$ cat src/hw/rtl/sgmd_pkg.sv
// Shared constants, types and helper functions for the Sobel gradient block.
package sgmd_pkg;
  localparam int MaxWidth = 1024;
  localparam int MaxHeight = 1024;
  localparam int ColW = $clog2(MaxWidth);
  localparam int RowW = $clog2(MaxHeight);
  localparam int SizeW = 11;
  localparam int SqW = 21;          // gx^2+gy^2 fits 21 bits
  localparam int RootW = 15;        // sqrt of (sq << 8)
  localparam int RadW = 30;         // radicand width, even
  localparam int Cells = RootW;     // one root bit per cell

  localparam logic [SizeW-1:0] WidthReset = 11'd640;
  localparam logic [SizeW-1:0] HeightReset = 11'd480;

  localparam logic [1:0] RegWidth = 2'd0;
  localparam logic [1:0] RegHeight = 2'd1;

  typedef struct packed {
    logic signed [10:0] gx;
    logic signed [10:0] gy;
    logic [1:0]         dir;
    logic               fe;
  } side_t;

  // The partial root sits high in the radicand's range until the last
  // cells shift it down, so it needs the full radicand width.
  typedef struct packed {
    logic [RadW-1:0]  rem;
    logic [RadW-1:0]  root;
    side_t            side;
    logic             valid;
  } cell_t;

  typedef struct packed {
    logic [7:0] l0, l1, l2, c0, c2, r0, r1, r2;
    logic       fe;
  } win_t;

  function automatic logic [1:0] sector(input logic signed [10:0] gx,
                                        input logic signed [10:0] gy);
    logic signed [11:0] u;
    logic [10:0] a, b;
    logic [23:0] s1, s2, aa2;
    logic [11:0] apb, bma;
    logic [1:0] res;
    u = (gx < 0) ? -12'(gy) : 12'(gy);
    a = (u < 0) ? 11'(-u) : 11'(u);
    b = (gx < 0) ? 11'(-gx) : 11'(gx);
    apb = 12'(a) + 12'(b);
    bma = 12'(b) - 12'(a);
    s1 = 24'(apb) * 24'(apb);
    s2 = 24'(bma) * 24'(bma);
    aa2 = 24'(a) * 24'(a) * 24'd2;
    if (gx == 0) res = 2'd0;
    else if (s1 < aa2) res = 2'd0;
    else if (b <= a || s2 < aa2) res = (u > 0) ? 2'd1 : 2'd3;
    else res = 2'd2;
    return res;
  endfunction
endpackage

$ cat src/hw/rtl/sgmd_sqrt_cell.sv
// One stage of the restoring square root chain: settles one root bit.
module sgmd_sqrt_cell (
  input  logic           clk,
  input  logic           rst,
  input  logic           stall,
  input  sgmd_pkg::cell_t prev,
  input  logic [4:0]     stage,
  output sgmd_pkg::cell_t cur
);
  import sgmd_pkg::*;
  logic [RadW-1:0] bitv, trial;
  cell_t nxt;
  always_comb begin
    bitv = RadW'(1) << (RadW - 2 - 2 * 32'(stage));
    trial = prev.root + bitv;
    nxt = prev;
    if (prev.rem >= trial) begin
      nxt.rem = prev.rem - trial;
      nxt.root = (prev.root >> 1) + bitv;
    end else begin
      nxt.root = prev.root >> 1;
    end
  end
  always_ff @(posedge clk) begin
    if (rst) cur.valid <= 1'b0;
    else if (!stall) cur.valid <= prev.valid;
    if (!stall) begin
      cur.rem <= nxt.rem;
      cur.root <= nxt.root;
      cur.side <= nxt.side;
    end
  end
endmodule

$ cat config.mk
export PLATFORM = sky130hd
export DESIGN_NAME = sgmd_sqrt_cell
export DESIGN_NICKNAME = d
export VERILOG_FILES = /design/src/hw/rtl/sgmd_pkg.sv /design/src/hw/rtl/sgmd_sqrt_cell.sv
export SDC_FILE = /design/constraint.sdc
export NUM_CORES = 1
export LEC_CHECK = 0
export ABC_CLOCK_PERIOD_IN_PS = 7100
export BUFFER_PORTS_ARGS = -buffer_cell sky130_fd_sc_hd__buf_4
export CORE_ASPECT_RATIO = 2
export CORE_MARGIN = 10
export CORE_UTILIZATION = 56
export CTS_BUF_LIST = sky130_fd_sc_hd__clkbuf_8
export CTS_CLUSTER_DIAMETER = 120
export DETAILED_ROUTE_END_ITERATION = 8
export GPL_TIMING_DRIVEN = 0
export PLACE_DENSITY = 0.83
export SYNTH_ARGS = -nofsm -noshare
export SYNTH_HDL_FRONTEND = slang
export SYNTH_SLANG_ARGS = --single-unit
$ cat constraint.sdc
create_clock -name clk -period 7.1 [get_ports clk]
set_input_delay 0 -clock clk [delete_from_list [all_inputs] [get_ports clk]]
set_output_delay 0 -clock clk [all_outputs]
set_load 0.02 [all_outputs]
Yosys cells after proc, flatten, opt, wreduce, memory -nomap -nowiden
Index checks and enable logic that the tools add are counted.
- register bits after elaboration: 86
- input bits: 94
- output and inout bits: 86
- word-level logic and storage cells: 16
- $add $sub $neg: 4
- $lt $le $gt $ge: 1
- shifts and indexed selects: 1
- multiplexer cells: 2
- operators by type and width (cell ; count):
    1-bit by 32-bit << shifter with 30-bit output (first input constant) ; 1
    29-bit by 30-bit adder with 30-bit output ; 1
    30-bit adder ; 1
    30-bit greater-or-equal comparator ; 1
    30-bit 2-to-1 mux ; 1
    30-bit subtractor ; 1
    29-bit 2-to-1 mux ; 1
    5-bit by 6-bit subtractor with 7-bit output (first input constant) ; 1

Depth between registers and ports, before layout
- depth after elaboration: 5
- depth in mapped cells: 29
- mapped depth without buffers: 25

Worst setup path after synthesis
OpenSTA, ideal clock, no wires.
- kind: input to register
- start point: input stage[0]
- end point: register cur[67] in the netlist's numbering, data pin
- data arrival time: 4.986 ns
- required time: 6.830 ns
- slack: 1.843 ns
- stages on the path: 25
- path buffers: 4
- cells stage by stage: ha_1 nand2b_1 o21bai_2 and2_1 nor3_1 ha_1 and2_1 clkbuf_1 nand2_1 a211oi_1 a311oi_1 o41ai_2 nand2_1 xnor2_1 ha_1 clkbuf_1 nand4_1 or4_1 a211oi_1 o21ai_1 and3_1 nor2_1 buf_2 buf_1 a21oi_1
- RTL lines (element ; line ; RTL):
    from (decl) ; sgmd_sqrt_cell.sv:7 ; input logic [4:0] stage,
    to (decl) ; sgmd_sqrt_cell.sv:8 ; output sgmd_pkg::cell_t cur

==> results.json <==
{
  "status": "complete, no violations",
  "clock_power_share": 0.216,
  "cts_hold_buf": 57,
  "critPathCaptureType": "flop",
  "hold_viol_final": 0,
  "dieArea_um2": 18600,
  "grt-ovfl-total": 0,
  "hold_class": "primary input to flop",
  "yosysWarnings": 0,
  "io_pins": 180,
  "ir_drop_mv": 0.0948,
  "avgViaCountPerCell": 6.17,
  "post_cts_buffers": 0,
  "nets": 1214,
  "worstSkewPairLatency_ns": 0.36,
  "cp_max_fo": 10,
  "crit_start": "stage[1]",
  "fillCellCount": 976,
  "drc": 0,
  "clk_pin_slew_ns": 0.10,
  "n_antenna_cell": 0,
  "syn_inst": 827,
  "antenna_left": 0,
  "leakage_nw": 4.11,
  "setup_viol": 0,
  "grt_max_degree": 66,
  "hpwl_um": 19200,
  "rsz0062_at_grt": "false",
  "largest_reg_flops": 86,
  "vias": 7561,
  "finalWorstSetupSlack_ns": 0.561,
  "rr_startpoint": "cur[0]",
  "regMostFlops": "cur",
  "coreArea_um2": 13100,
  "slew_viol_final": 0,
  "max_slew_margin": 0.482,
  "pwr-share-comb": 0.380,
  "worstMarginPinSlew_ns": 0.778,
  "p_sw_w": 0.000585,
  "multi_input_area_um2": 4640,
  "port_buffers": 172,
  "worst-endpoint-required_ns": 7.19,
  "ys_seq_area_frac": 0.345,
  "ys.flop_type": "edfxtp_1",
  "reg_top3": "cur (86)",
  "synthArstFlopShare": 0,
  "cp.arrival_ns": 6.63,
  "min_from": "prev[67]",
  "finalClockSkew_ns": 0,
  "synth_edf_count": 85,
  "ctsResizeCount": 0,
  "synth_area_per_cell_um2": 9.01,
  "p_per_area_nw_per_um2": 163,
  "yosys.cell_types.count": 80,
  "cts_sinks": 86,
  "cts-root-buf": "clkbuf_8",
  "routed_wl_um": 25300,
  "numCtsBuffers": 9,
  "die_w_um": 102,
  "yosys_register_bits": 86,
  "grt_pass1_wl_um": 39400,
  "start_kind": "primary input",
  "fin_crit_sh": 0.921,
  "initial_core_util": 0.570,
  "detail_route.iter0.violations": 514,
  "internal_power_w": 0.00100,
  "antenna_found_initial": 0,
  "place_ws_ns": 0.350,
  "seq_area_um2": 2570,
  "gp_congestion": 1.01,
  "mappedNetlistArea_um2": 7450,
  "row_count": 59,
  "cts.path.max_buffers": 2,
  "max_cap_viol_count": 0,
  "switching_share": 0.369,
  "setup_tns_ns": 0,
  "wl_per_cell_um": 20.6,
  "syn-num-nets": 973,
  "layout_min_cycle_time_ns": 6.54,
  "drt_pass1_iterations": 5,
  "crit_type": "primary input to flop",
  "grt_pass1_vias": 7599,
  "die_h_um": 183,
  "cts_max_level": 3,
  "grt_usage": 0.268,
  "sequentialPowerShare": 0.404,
  "area_delta_synth_final_pct": 30.4,
  "drive_gt1_frac": 0.211,
  "fmax_ghz": 0.153,
  "cts_tree": "done"
}
==> cell families (layout without fill, tap and decap cells) <==
logic type               Yosys count  in the layout  share of synthesized area
AO/OA/AOI/OAI                    237            237                      0.225
XOR/XNOR                          84             84                     0.0987
adder cells (fa/ha/maj)           56             56                     0.0937
buffers and inverters             58            304                     0.0317
flip-flops                        86             86                      0.345
multiplexers                       4              4                    0.00554
AND/OR/NAND/NOR                  302            302                      0.201
==> metrics by stage <==
stage / instances / utilization / cell area, um2 / hold WS (ns) / total power, W
5_1_grt: 1225 / 0.744 / 9720 / 0.00316 / 0.00166
6_report: 1225 / 0.744 / 9720 / 0.0287 / 0.00159
3_3_place_gp: 1151 / 0.684 / 8930 / 0.158 / 0.00120
2_1_floorplan: 827 / - / 7450 / 0.0724 / 0.000994
3_5_place_dp: 1152 / 0.686 / 8960 / 0.164 / 0.00122
4_1_cts: 1225 / 0.744 / 9720 / 0.00128 / 0.00158
==> synth_stat cells, types with 13 or more instances <==
| cell type | count | area [um2] |
|---|---|---|
| a21o_1 | 18 | 135 |
| a21oi_1 | 53 | 265 |
| a31oi_1 | 17 | 106 |
| and2_1 | 13 | 81.3 |
| clkbuf_1 | 20 | 75.1 |
| edfxtp_1 | 85 | 2550 |
| ha_1 | 51 | 638 |
| inv_1 | 25 | 93.8 |
| nand2_1 | 90 | 338 |
| nand3_1 | 25 | 125 |
| nor2_1 | 80 | 300 |
| nor3_1 | 16 | 80.1 |
| o21ai_0 | 35 | 175 |
| xnor2_1 | 49 | 429 |
| xor2_1 | 35 | 307 |
==> per-layer routing <==
layer / track usage / part of all wire / routed length (um)
met1: 0.270 / 0.34 / 8490
met2: 0.497 / 0.54 / 13700
met5: 0 / 0 / 0
met3: 0.0422 / 0.065 / 1630
met4: 0.154 / 0.059 / 1490
==> path summary, 6_finish.rpt <==
kind / endpoint / slack [ns] / cells past startpoint
worst max-delay path: cur[79] / 0.56 / 27
worst min-delay path: cur[67] / 0.03 / 3
worst max register to register: cur[0] / 5.90 / 3
worst min register to register: cur[0] / 1.09 / 3
==> placed cells by master (no fill, tap or decap), drive strengths merged, types with 18 or more instances in the layout <==
cell / n
xnor2: 49
nand2: 91
a21oi: 57
nand3: 25
a21o: 18
buf: 186
clkbuf: 29
edfxtp: 85
xor2: 35
inv: 27
o21ai: 47
dlygate4sd3: 57
nor2: 80
ha: 51
==> cell type report <==
type | instances | area share
multi-input combinational | 683 | 0.478
clock inverter | 7 | 0.00580
tap | 152 | 0.0196
inverter | 25 | 0.00992
clock buffer | 9 | 0.0127
buffer | 33 | 0.0147
sequential | 86 | 0.265
timing repair buffer | 230 | 0.194
==> power groups by stage <==
| stage | logic, W | registers (W) | clock network [W] |
|---|---|---|---|
| after floorplan | 0.000272 | 0.000723 | 0 |
| after global placement | 0.000553 | 0.000651 | 0 |
| after detailed placement | 0.000565 | 0.000651 | 0 |
| after CTS | 0.000593 | 0.000640 | 0.000348 |
| after global routing | 0.000645 | 0.000648 | 0.000362 |
| final | 0.000602 | 0.000641 | 0.000343 |
==> critical path, cell delays in order <==
cell and delay, ns:
buf_4 0.13, ha_1 0.26, nand2b_1 0.18, o21bai_2 0.26, and2_1 0.24, nor3_1 0.26
ha_1 0.32, and2_1 0.16, clkbuf_1 0.16, a31o_2 0.27, a311oi_1 0.47, o31ai_1 0.16
nand2_1 0.13, o21ai_0 0.08, nand2_1 0.09, xnor2_1 0.07, ha_1 0.28, clkbuf_1 0.26
nand4_1 0.18, or4_1 0.61, a211oi_1 0.32, o21ai_1 0.15, and3_1 0.23, nor2_1 0.26
buf_2 0.38, buf_1 0.45, a21oi_1 0.22
Power figures use the tool's default switching activity.
